$ cat src/rtl/core/pvd_pkg.sv
`timescale 1ns / 1ps
// ----------------------------------------------------------------------------
// pvd_pkg
// Shared types and constants for the prefix varint decoder.
// ----------------------------------------------------------------------------
package pvd_pkg;

    localparam int unsigned BYTE_W  = 8;
    localparam int unsigned VALUE_W = 64;
    localparam int unsigned COUNT_W = 4;
    localparam int unsigned LEAD_W  = 7;

    // Lead byte class boundaries (lowest code of each class)
    localparam logic [BYTE_W-1:0] LEAD_NEG_MIN = 8'b1111_1000;
    localparam logic [BYTE_W-1:0] LEAD_64_MIN  = 8'b1111_0100;
    localparam logic [BYTE_W-1:0] LEAD_32_MIN  = 8'b1111_0000;
    localparam logic [BYTE_W-1:0] LEAD_28_MIN  = 8'b1110_0000;
    localparam logic [BYTE_W-1:0] LEAD_21_MIN  = 8'b1100_0000;
    localparam logic [BYTE_W-1:0] LEAD_14_MIN  = 8'b1000_0000;

    // Value bits kept from the lead byte
    localparam logic [BYTE_W-1:0] MASK_28 = 8'b0000_1111;
    localparam logic [BYTE_W-1:0] MASK_21 = 8'b0001_1111;
    localparam logic [BYTE_W-1:0] MASK_14 = 8'b0011_1111;
    localparam logic [BYTE_W-1:0] MASK_7  = 8'b0111_1111;

    // Trailing byte counts per class
    localparam logic [COUNT_W-1:0] MORE_64 = 4'd8;
    localparam logic [COUNT_W-1:0] MORE_32 = 4'd4;
    localparam logic [COUNT_W-1:0] MORE_28 = 4'd3;
    localparam logic [COUNT_W-1:0] MORE_21 = 4'd2;
    localparam logic [COUNT_W-1:0] MORE_14 = 4'd1;
    localparam logic [COUNT_W-1:0] MORE_7  = 4'd0;

    // Result status codes
    localparam logic STATUS_OK       = 1'b0;
    localparam logic STATUS_NEG_FORM = 1'b1;

    // Lead byte classification
    typedef struct packed {
        logic               neg;        // unsupported negative form
        logic [COUNT_W-1:0] more;       // trailing bytes expected
        logic [LEAD_W-1:0]  init_bits;  // value bits carried by lead byte
    } lead_info_t;

endpackage

$ cat src/rtl/core/pvd_in_if.sv
`timescale 1ns / 1ps
// ----------------------------------------------------------------------------
// pvd_in_if
// Byte stream channel: valid/ready with one encoded byte per transaction.
// ----------------------------------------------------------------------------
interface pvd_in_if;
    logic                       valid;
    logic                       ready;
    logic [pvd_pkg::BYTE_W-1:0] in_byte;

    modport source (output valid, output in_byte, input ready);
    modport sink   (input valid, input in_byte, output ready);
endinterface

$ cat src/rtl/core/pvd_out_if.sv
`timescale 1ns / 1ps
// ----------------------------------------------------------------------------
// pvd_out_if
// Result channel: valid/ready with one decoded integer per transaction.
// ----------------------------------------------------------------------------
interface pvd_out_if;
    logic                        valid;
    logic                        ready;
    logic [pvd_pkg::VALUE_W-1:0] value;
    logic [pvd_pkg::COUNT_W-1:0] byte_count;
    logic                        status;

    modport source (output valid, output value, output byte_count, output status,
                    input ready);
    modport sink   (input valid, input value, input byte_count, input status,
                    output ready);
endinterface

$ cat src/rtl/core/prefix_varint_decoder_unit.sv
`timescale 1ns / 1ps
// ----------------------------------------------------------------------------
// prefix_varint_decoder_unit
// Decodes big-endian prefix-coded unsigned varints from a byte stream.
// ----------------------------------------------------------------------------
//
//  Channel  | Dir | Payload                         | Transaction
//  ---------+-----+---------------------------------+---------------------------
//  in_ch    | in  | in_byte[7:0]                    | one encoded byte
//  res_ch   | out | value[63:0], byte_count[3:0],   | one decoded integer or
//           |     | status                          | negative-form error
//
//  One byte per cycle while in_ch.ready is high. A result appears in the
//  output register the cycle after the last byte of its integer is taken
//  (after the lead byte for one-byte forms and unsupported negative forms).
//  The single output register holds a result until taken; in_ch.ready drops
//  only while that register is full and res_ch.ready is low.
//  rst_n (async, active low) clears decode state and the output valid bit.
//
// Lead byte forms:
//   0xxxxxxx  7-bit value, 1 byte total
//   10xxxxxx  6 bits + 1 byte
//   110xxxxx  5 bits + 2 bytes
//   1110xxxx  4 bits + 3 bytes
//   111100xx  4-byte value follows (lead bits dropped)
//   111101xx  8-byte value follows (lead bits dropped)
//   11111xxx  unsupported negative form -> value 0, count 1, status 1
// ----------------------------------------------------------------------------
module prefix_varint_decoder_unit
(
    input  logic      clk,
    input  logic      rst_n,
    pvd_in_if.sink    in_ch,
    pvd_out_if.source res_ch
);

    // Decode state
    logic [pvd_pkg::VALUE_W-1:0] accumulator_reg, accumulator_next;
    logic [pvd_pkg::COUNT_W-1:0] bytes_left_reg,  bytes_left_next;
    logic [pvd_pkg::COUNT_W-1:0] total_length_reg, total_length_next;

    // Output register
    logic                        out_valid_reg, out_valid_next;
    logic [pvd_pkg::VALUE_W-1:0] value_reg;
    logic [pvd_pkg::COUNT_W-1:0] byte_count_reg;
    logic                        status_reg;

    // Result produced by the byte being taken this cycle
    logic                        emit;
    logic [pvd_pkg::VALUE_W-1:0] emit_value;
    logic [pvd_pkg::COUNT_W-1:0] emit_count;
    logic                        emit_status;

    logic                        in_fire;
    logic [pvd_pkg::VALUE_W-1:0] acc_shift;
    pvd_pkg::lead_info_t         lead_info;

    pvd_lead_class u_lead_class
    (
        .lead (in_ch.in_byte),
        .info (lead_info)
    );

    // Take a byte whenever the output slot is free or drains this cycle
    assign in_ch.ready = !out_valid_reg || res_ch.ready;
    assign in_fire     = in_ch.valid && in_ch.ready;

    assign acc_shift = {accumulator_reg[pvd_pkg::VALUE_W-pvd_pkg::BYTE_W-1:0],
                        in_ch.in_byte};

    always_comb
    begin
        accumulator_next  = accumulator_reg;
        bytes_left_next   = bytes_left_reg;
        total_length_next = total_length_reg;
        emit              = 1'b0;
        emit_value        = '0;
        emit_count        = '0;
        emit_status       = pvd_pkg::STATUS_OK;

        if (in_fire)
        begin
            if (bytes_left_reg != '0)
            begin
                // continuation byte: shift in, finish on the last one
                accumulator_next = acc_shift;
                bytes_left_next  = bytes_left_reg - 4'd1;
                if (bytes_left_reg == 4'd1)
                begin
                    emit       = 1'b1;
                    emit_value = acc_shift;
                    emit_count = total_length_reg;
                end
            end
            else if (lead_info.neg)
            begin
                accumulator_next  = '0;
                total_length_next = 4'd1;
                emit              = 1'b1;
                emit_count        = 4'd1;
                emit_status       = pvd_pkg::STATUS_NEG_FORM;
            end
            else
            begin
                accumulator_next  = pvd_pkg::VALUE_W'(lead_info.init_bits);
                total_length_next = lead_info.more + 4'd1;
                bytes_left_next   = lead_info.more;
                if (lead_info.more == pvd_pkg::MORE_7)
                begin
                    emit       = 1'b1;
                    emit_value = pvd_pkg::VALUE_W'(lead_info.init_bits);
                    emit_count = 4'd1;
                end
            end
        end

        out_valid_next = emit || (out_valid_reg && !res_ch.ready);
    end

    always_ff @(posedge clk or negedge rst_n)
    begin
        if (!rst_n)
        begin
            accumulator_reg  <= '0;
            bytes_left_reg   <= '0;
            total_length_reg <= '0;
            out_valid_reg    <= 1'b0;
        end
        else
        begin
            accumulator_reg  <= accumulator_next;
            bytes_left_reg   <= bytes_left_next;
            total_length_reg <= total_length_next;
            out_valid_reg    <= out_valid_next;
        end
    end

    // Result payload, loaded only when a new result is produced
    always_ff @(posedge clk)
    begin
        if (emit)
        begin
            value_reg      <= emit_value;
            byte_count_reg <= emit_count;
            status_reg     <= emit_status;
        end
    end

    assign res_ch.valid      = out_valid_reg;
    assign res_ch.value      = value_reg;
    assign res_ch.byte_count = byte_count_reg;
    assign res_ch.status     = status_reg;

endmodule

$ cat src/rtl/core/pvd_lead_class.sv
`timescale 1ns / 1ps
// ----------------------------------------------------------------------------
// pvd_lead_class
// Classifies a lead byte by its prefix: length and initial value bits.
// ----------------------------------------------------------------------------
module pvd_lead_class
(
    input  logic [pvd_pkg::BYTE_W-1:0] lead,
    output pvd_pkg::lead_info_t        info
);

    logic [pvd_pkg::BYTE_W-1:0] masked;

    always_comb
    begin
        info.neg = 1'b0;
        masked   = '0;
        if (lead >= pvd_pkg::LEAD_NEG_MIN)
        begin
            info.neg  = 1'b1;
            info.more = pvd_pkg::MORE_7;
        end
        else if (lead >= pvd_pkg::LEAD_64_MIN)
        begin
            info.more = pvd_pkg::MORE_64;
        end
        else if (lead >= pvd_pkg::LEAD_32_MIN)
        begin
            info.more = pvd_pkg::MORE_32;
        end
        else if (lead >= pvd_pkg::LEAD_28_MIN)
        begin
            info.more = pvd_pkg::MORE_28;
            masked    = lead & pvd_pkg::MASK_28;
        end
        else if (lead >= pvd_pkg::LEAD_21_MIN)
        begin
            info.more = pvd_pkg::MORE_21;
            masked    = lead & pvd_pkg::MASK_21;
        end
        else if (lead >= pvd_pkg::LEAD_14_MIN)
        begin
            info.more = pvd_pkg::MORE_14;
            masked    = lead & pvd_pkg::MASK_14;
        end
        else
        begin
            info.more = pvd_pkg::MORE_7;
            masked    = lead & pvd_pkg::MASK_7;
        end
        info.init_bits = masked[pvd_pkg::LEAD_W-1:0];
    end

endmodule

$ cat src/flat_wrapper.sv
// flat-port wrapper written by rule: the top's interface ports become plain ports
module prefix_varint_decoder_unit_flat 
  (clk, rst_n, in_ch_valid, in_ch_in_byte, in_ch_ready, res_ch_valid, res_ch_value, res_ch_byte_count, res_ch_status, res_ch_ready);
  pvd_in_if in_ch_i ();
  pvd_out_if res_ch_i ();
  input  logic clk;
  input  logic rst_n;
  input wire logic [$bits(in_ch_i.valid)-1:0] in_ch_valid;
  input wire logic [$bits(in_ch_i.in_byte)-1:0] in_ch_in_byte;
  output wire logic [$bits(in_ch_i.ready)-1:0] in_ch_ready;
  output wire logic [$bits(res_ch_i.valid)-1:0] res_ch_valid;
  output wire logic [$bits(res_ch_i.value)-1:0] res_ch_value;
  output wire logic [$bits(res_ch_i.byte_count)-1:0] res_ch_byte_count;
  output wire logic [$bits(res_ch_i.status)-1:0] res_ch_status;
  input wire logic [$bits(res_ch_i.ready)-1:0] res_ch_ready;
  assign in_ch_i.valid = in_ch_valid;
  assign in_ch_i.in_byte = in_ch_in_byte;
  assign in_ch_ready = in_ch_i.ready;
  assign res_ch_valid = res_ch_i.valid;
  assign res_ch_value = res_ch_i.value;
  assign res_ch_byte_count = res_ch_i.byte_count;
  assign res_ch_status = res_ch_i.status;
  assign res_ch_i.ready = res_ch_ready;
  prefix_varint_decoder_unit u_core (.clk(clk), .rst_n(rst_n), .in_ch(in_ch_i), .res_ch(res_ch_i));
endmodule
$ cat config.mk
export PLATFORM = sky130hd
export DESIGN_NAME = prefix_varint_decoder_unit_flat
export DESIGN_NICKNAME = d
export VERILOG_FILES = /design/src/rtl/core/pvd_pkg.sv /design/src/rtl/core/pvd_in_if.sv /design/src/rtl/core/pvd_out_if.sv /design/src/rtl/core/prefix_varint_decoder_unit.sv /design/src/rtl/core/pvd_lead_class.sv /design/src/flat_wrapper.sv
export SDC_FILE = /design/constraint.sdc
export NUM_CORES = 1
export LEC_CHECK = 0
export BUFFER_PORTS_ARGS = -buffer_cell sky130_fd_sc_hd__buf_2
export CORE_MARGIN = 1
export CORE_UTILIZATION = 40
export DETAILED_ROUTE_END_ITERATION = 8
export SYNTH_ARGS = -nofsm -noshare
export SYNTH_HDL_FRONTEND = slang
export SYNTH_SLANG_ARGS = --single-unit
$ cat constraint.sdc
create_clock -name clk -period 6.37 [get_ports clk]
set_input_delay 1.5925 -clock clk [delete_from_list [all_inputs] [get_ports clk]]
set_output_delay 1.5925 -clock clk [all_outputs]
set_load 0.02 [all_outputs]
-- Word level (Yosys, flattened, before mapping)
Index checks and enable logic that the tools add are counted.
- bits in registers: 134
- RAM bits: 0
- latch bits: 0
- bits in read-only memories: 0
- memories: 0
- logic and storage cells: 62
- input bits: 12
- output and inout bits: 71
- bitwise gates (word level): 2
- divide/modulo/power cells: 0
- multipliers: 0
- eq/ne operators: 2
- reduce and logical (&&, ||, !) cells: 11
- $lt $le $gt $ge: 6
- shifts and indexed selects: 0
- muxes and demuxes: 32
- add/sub/neg operators: 2
- operators by type and width (kind ; number):
    two-way mux 64 bit ; 3
    two-way mux 56 bit ; 1
    two-way mux 7 bit ; 8
    >= comparator 8 bit, second input constant ; 6
    two-way mux 4 bit ; 8
    two-way mux 1 bit ; 9
    adder 4 x 1 -> 4 bit, second input constant ; 1
    equality test 4 x 1 -> 1 bit, second input constant ; 1
    logical NOT 4 bit ; 1
    two-way mux 2 bit ; 2
    AND reduction 2 bit ; 2
    nonzero test 4 bit ; 1
    subtractor 4 x 1 -> 4 bit, second input constant ; 1
    two-way mux 3 bit ; 1
    logical AND 1 bit ; 2
    logical NOT 1 bit ; 2
    logical OR 1 bit ; 2
    != test 2 bit, second input constant ; 1
    inverter 1 bit ; 2
    OR reduction 2 bit ; 1

-- Depth between registers and ports, before layout
- depth after elaboration: 13
- gate-level depth with buffers: 7
- gate-level depth less buffers: 7

-- By module
Synthesis repeated with hierarchy kept, for this count alone.
- cells, all modules: 381
- area, all modules: 5403.9 sq um
- modules (own cells, without submodules) (module ; sequential area each (sq um) ; cells each ; instances ; area an instance (sq um)):
    prefix_varint_decoder_unit ; 3698.5 ; 364 ; 1 ; 5286.3
    pvd_lead_class ; 0.0 ; 17 ; 1 ; 117.6

-- Worst setup path after synthesis
OpenSTA, ideal clock, no wires.
- kind: in2reg
- start point: input in_ch_in_byte[5]
- end point: register u_core.byte_count_reg (netlist bit u_core.res_ch.byte_count[0]) (enable)
- buffers on the path: 0
- data required time: 5.768 ns
- library setup time: 0.602 ns
- arrival time: 7.172 ns
- setup slack: -1.404 ns
- stages: 5
- path through: nor2b_1 o21ai_1 ha_1 mux2i_1 a211oi_1
- longest elaborated chain between the ends: 12
- elaborated cells between the ends (all ways): 18
- classes of those cells: order compare: 6; mux: 11; reduce/logical: 1
- RTL lines (what ; line ; text):
    from (decl) ; flat_wrapper.sv:9 ; input wire logic [$bits(in_ch_i.in_byte)-1:0] in_ch_in_byte;
    >= comparator 8 bit ; pvd_lead_class.sv:41 ; else if (lead >= pvd_pkg::LEAD_14_MIN)
    two-way mux 1 bit ; pvd_lead_class.sv:41 ;
    two-way mux 2 bit ; pvd_lead_class.sv:36 ; else if (lead >= pvd_pkg::LEAD_21_MIN)
    two-way mux 2 bit ; pvd_lead_class.sv:31 ; else if (lead >= pvd_pkg::LEAD_28_MIN)
    two-way mux 3 bit ; pvd_lead_class.sv:27 ; else if (lead >= pvd_pkg::LEAD_32_MIN)
    two-way mux 4 bit ; pvd_lead_class.sv:23 ; else if (lead >= pvd_pkg::LEAD_64_MIN)
    two-way mux 4 bit ; pvd_lead_class.sv:18 ; if (lead >= pvd_pkg::LEAD_NEG_MIN)
    logical NOT 4 bit ; prefix_varint_decoder_unit.sv:108 ; if (lead_info.more == pvd_pkg::MORE_7)
    two-way mux 1 bit ; prefix_varint_decoder_unit.sv:108 ;
    two-way mux 1 bit * ; prefix_varint_decoder_unit.sv:95 ; else if (lead_info.neg)
    two-way mux 1 bit * ; prefix_varint_decoder_unit.sv:83 ; if (bytes_left_reg != '0)
    two-way mux 1 bit * ; prefix_varint_decoder_unit.sv:81 ; if (in_fire)
    via u_core.emit ; prefix_varint_decoder_unit.sv:49 ; logic emit;
    to (signal assigned) ; prefix_varint_decoder_unit.sv:144 ; byte_count_reg <= emit_count;
    to (decl) ; prefix_varint_decoder_unit.sv:45 ; logic [pvd_pkg::COUNT_W-1:0] byte_count_reg;
Mark *: on every way through the listed nets, which the timed path passes. The rest lies on a longest branch.
A chain may end at the register's enable or synchronous reset.

-- Worst setup path after layout
- start point: input in_ch_in_byte[5]
- end point: register u_core.value_reg (netlist bit u_core.res_ch.value[61]) (enable)
- longest elaborated chain between the ends: 12
- elaborated cells between the ends (all ways): 18
- classes of those cells: order compare: 6; mux: 11; reduce/logical: 1
- RTL lines (what ; line ; text):
    >= comparator 8 bit ; pvd_lead_class.sv:41 ;
    two-way mux 1 bit ; pvd_lead_class.sv:41 ;
    two-way mux 2 bit ; pvd_lead_class.sv:36 ;
    two-way mux 2 bit ; pvd_lead_class.sv:31 ;
    two-way mux 3 bit ; pvd_lead_class.sv:27 ;
    two-way mux 4 bit ; pvd_lead_class.sv:23 ;
    two-way mux 4 bit ; pvd_lead_class.sv:18 ;
    logical NOT 4 bit ; prefix_varint_decoder_unit.sv:108 ;
    two-way mux 1 bit ; prefix_varint_decoder_unit.sv:108 ;
    two-way mux 1 bit * ; prefix_varint_decoder_unit.sv:95 ;
    two-way mux 1 bit * ; prefix_varint_decoder_unit.sv:83 ;
    two-way mux 1 bit * ; prefix_varint_decoder_unit.sv:81 ;
    via u_core.emit ; prefix_varint_decoder_unit.sv:49 ;
    to (signal assigned) ; prefix_varint_decoder_unit.sv:143 ; value_reg <= emit_value;
    to (decl) ; prefix_varint_decoder_unit.sv:44 ; logic [pvd_pkg::VALUE_W-1:0] value_reg;
Marked as above.

==> impl_metrics.ini <==
[clock_tree]
ctsHoldBuffers = 0
cts.reportedPaths.clkPinSlew_ns = 0.05
clock-sinks = 134
clk-insertion-delay-late_ns = 0.41
htree_levels = 4
cts_setup_buffers = 0
cts_resized = 0
numCtsBuffers = 17
clock-root-buffer = clkbuf_16
clockBufferDepth = 2
cts_tree = yes

[layout]
syn_to_final_growth_pct = 21.0
diodes = 0
nets = 467
seqCellArea_um2 = 3700
postLayoutCellArea_um2 = 6310
nFillCells = 1134
largest_reg_flops = 64
final_layout_size_suffix_gt1_share_pct = 25.4
multiInputGateArea_um2 = 1390

[placed_design]
dpl.hpwl_mm = 6.06
gp_congestion = 0.867
place_area_um2 = 5780
portBuffers = 82

[timing]
slew_viol_final = 0
period_minus_slack_ns = 3.78
worst_pin_slew_ns = 1.11
finalCritPeriodShare_pct = 59.3
finClkSkew_ns = 0.00517
rsz0062_at_grt = false
setup_tns_ns = 0
fmax_mhz = 265
finalHoldViolations = 0
setup_viol = 0
slew_headroom_pct = 25.5

[critical_path]
timing.rr.end = u_core.res_ch.value[61]$_SDFFCE_PN0P_
cp_max_fo = 59
required_ns = 6.40
start_kind = primary input
critPathCaptureType = flip-flop
worstPathArrival_ns = 3.81
reg2reg_setup_slack_ns = 3.61
r2r_cells = 5
crit_type = primary input to flip-flop
rr_startpoint = u_core.bytes_left_reg[0]$_DFFE_PN0P_

[yosys]
syn_inst = 366
syn_avg_cell_area_um2 = 14.2
yosysUniqueCellTypes = 38
async_flop_share_pct = 48.5
ys_warn_count = 0
synth-edff-count = 69
synth_flop_cell = edfxtp_1
seq_area_frac_synth_pct = 71.0
synth_seq_cells = 134
syn-num-nets = 382
syn_area_um2 = 5210

[power_and_ir_drop]
ir_worst_vdd_mv = 0.185
power_density_nw_per_um2 = 481
cellLeakagePower_nw = 2.74

[worst_hold_path]
whs_endpoint = u_core.total_length_reg[1]$_DFFE_PN0P_
hold_path.class = flip-flop to flip-flop
min_delay_path_depth = 2
holdCritStartpoint = u_core.total_length_reg[1]$_DFFE_PN0P_

[grt]
grt_max_degree = 66
grt_pass1_wl_mm = 16.0
grt_use_total_pct = 16.2
globalRouteMet2Util_pct = 23.9
antenna_found_initial = 0
use_met3_pct = 4.15
grt_pass1_vias = 3070
grt_use_met1_pct = 22.0
top_usage_layer = met2
grt_overflow = 0

[routing]
drt_iter0_drc = 279
dr.pass1.iters = 4
antenna_left = 0
wl_per_cell_um = 15.5
drt_wl_total_mm = 9.86
drc_errors = 0
vias = 3210
vias_per_cell = 5.05

[floorplanning]
dieArea_um2 = 13500
die_y_um = 116
num_rows = 41
floorplan.initialDensity_pct = 41.1
design.portCount = 83
dieWidth_um = 116
core-area_um2 = 12700

[job]
drv_cap = 0

[status]
outcome = complete, no violations
-- placed cells by master (no fill, tap or decap), types with 3 or more instances in the layout --
| cell type | n |
|---|---|
| buf_2 | 82 |
| edfxtp_1 | 69 |
| and2_1 | 65 |
| dfrtp_1 | 65 |
| a22o_1 | 49 |
| nand2_1 | 23 |
| o21ai_0 | 19 |
| clkbuf_16 | 17 |
| inv_1 | 11 |
| clkbuf_1 | 7 |
| a21oi_1 | 6 |
| nor2_1 | 4 |
| nand3_1 | 4 |
| ha_1 | 4 |
| and3_1 | 3 |
| clkinv_1 | 3 |
| buf_4 | 3 |
-- stage by stage --
| step | cells | util [%] | power (mW) | hold WS (ns) | setup slack, ns |
|---|---|---|---|---|---|
| after floorplan | 366 | - | 1.95 | 0.442 | 0.850 |
| after global placement | 604 | 45.6 | 2.17 | 0.464 | 2.27 |
| after detailed placement | 604 | 45.6 | 2.19 | 0.475 | 2.15 |
| after CTS | 636 | 49.8 | 3.07 | 0.487 | 2.58 |
| after global routing | 636 | 49.8 | 3.21 | 0.512 | 2.39 |
| final | 636 | 49.8 | 3.03 | 0.475 | 2.59 |
-- worst max-delay path by stage --
stage / startpoint / to / slack, ns / cells past startpoint
after global placement: in_ch_in_byte[5] / u_core.res_ch.value[63]$_SDFFCE_PN0P_ / 2.27 / 7
final: in_ch_in_byte[5] / u_core.res_ch.value[61]$_SDFFCE_PN0P_ / 2.59 / 7
after CTS: in_ch_in_byte[5] / u_core.res_ch.value[57]$_SDFFCE_PN0P_ / 2.58 / 7
after floorplan: in_ch_in_byte[5] / u_core.res_ch.byte_count[0]$_SDFFCE_PN0P_ / 0.85 / 5
after detailed placement: in_ch_in_byte[5] / u_core.res_ch.value[61]$_SDFFCE_PN0P_ / 2.15 / 7
after global routing: in_ch_in_byte[5] / u_core.res_ch.value[47]$_SDFFCE_PN0P_ / 2.39 / 7
-- final cells by class --
cell class	count	area share, %
well taps	172	3.41
clock buffers	26	7.60
multi-input cells	202	22.0
repair buffers	85	6.86
flip-flops and latches	134	58.6
clock inverters	6	0.813
inverters	11	0.655
-- layer usage --
layer  share of wire (%)  up-vias
met4                 1.2        0
met1                  48     1588
li1                    -     1507
met3                 4.1       10
met2                  47      105
met5                   0        -
-- synth_stat cells (2+ instances only) --
| master | number | area, µm² |
|---|---|---|
| buf_2 | 6 | 30.0 |
| o21ai_0 | 19 | 95.1 |
| and3_1 | 3 | 18.8 |
| buf_4 | 2 | 15.0 |
| and2_1 | 65 | 407 |
| dfrtp_1 | 65 | 1630 |
| o2bb2ai_1 | 2 | 17.5 |
| nor2_1 | 4 | 15.0 |
| clkbuf_1 | 5 | 18.8 |
| nor3_1 | 2 | 10.0 |
| ha_1 | 4 | 50.1 |
| a31oi_1 | 2 | 12.5 |
| clkbuf_2 | 5 | 25.0 |
| inv_1 | 11 | 41.3 |
| edfxtp_1 | 69 | 2070 |
| a22o_1 | 49 | 429 |
| nand2_1 | 23 | 86.3 |
| nand3_2 | 2 | 20.0 |
| a21oi_1 | 6 | 30.0 |
| nand3_1 | 4 | 20.0 |
-- cell families (layout without fill, tap and decap cells) --
group,Yosys count,after routing,synth area share [%]
adder cells (fa/ha/maj),4,4,0.960
flip-flops,134,134,71.0
AO/OA/AOI/OAI,84,84,12.1
AND/OR/NAND/NOR,111,111,12.7
XOR/XNOR,1,1,0.168
multiplexers,2,2,0.408
buffers and inverters,30,128,2.71
-- power by group --
group	switching, mW	total [mW]	internal, mW
sequential	0.173	1.42	1.25
combinational	0.473	0.739	0.266
clock	0.317	0.869	0.551
-- worst max-delay path, stage by stage --
cell      delay, ns
buf_2          0.14
nor2b_1        0.13
o21ai_1        0.17
ha_1           0.24
mux2i_1        0.15
a211oi_4       0.59
buf_4          0.71
Note: power is estimated with default switching activity, not from simulation.
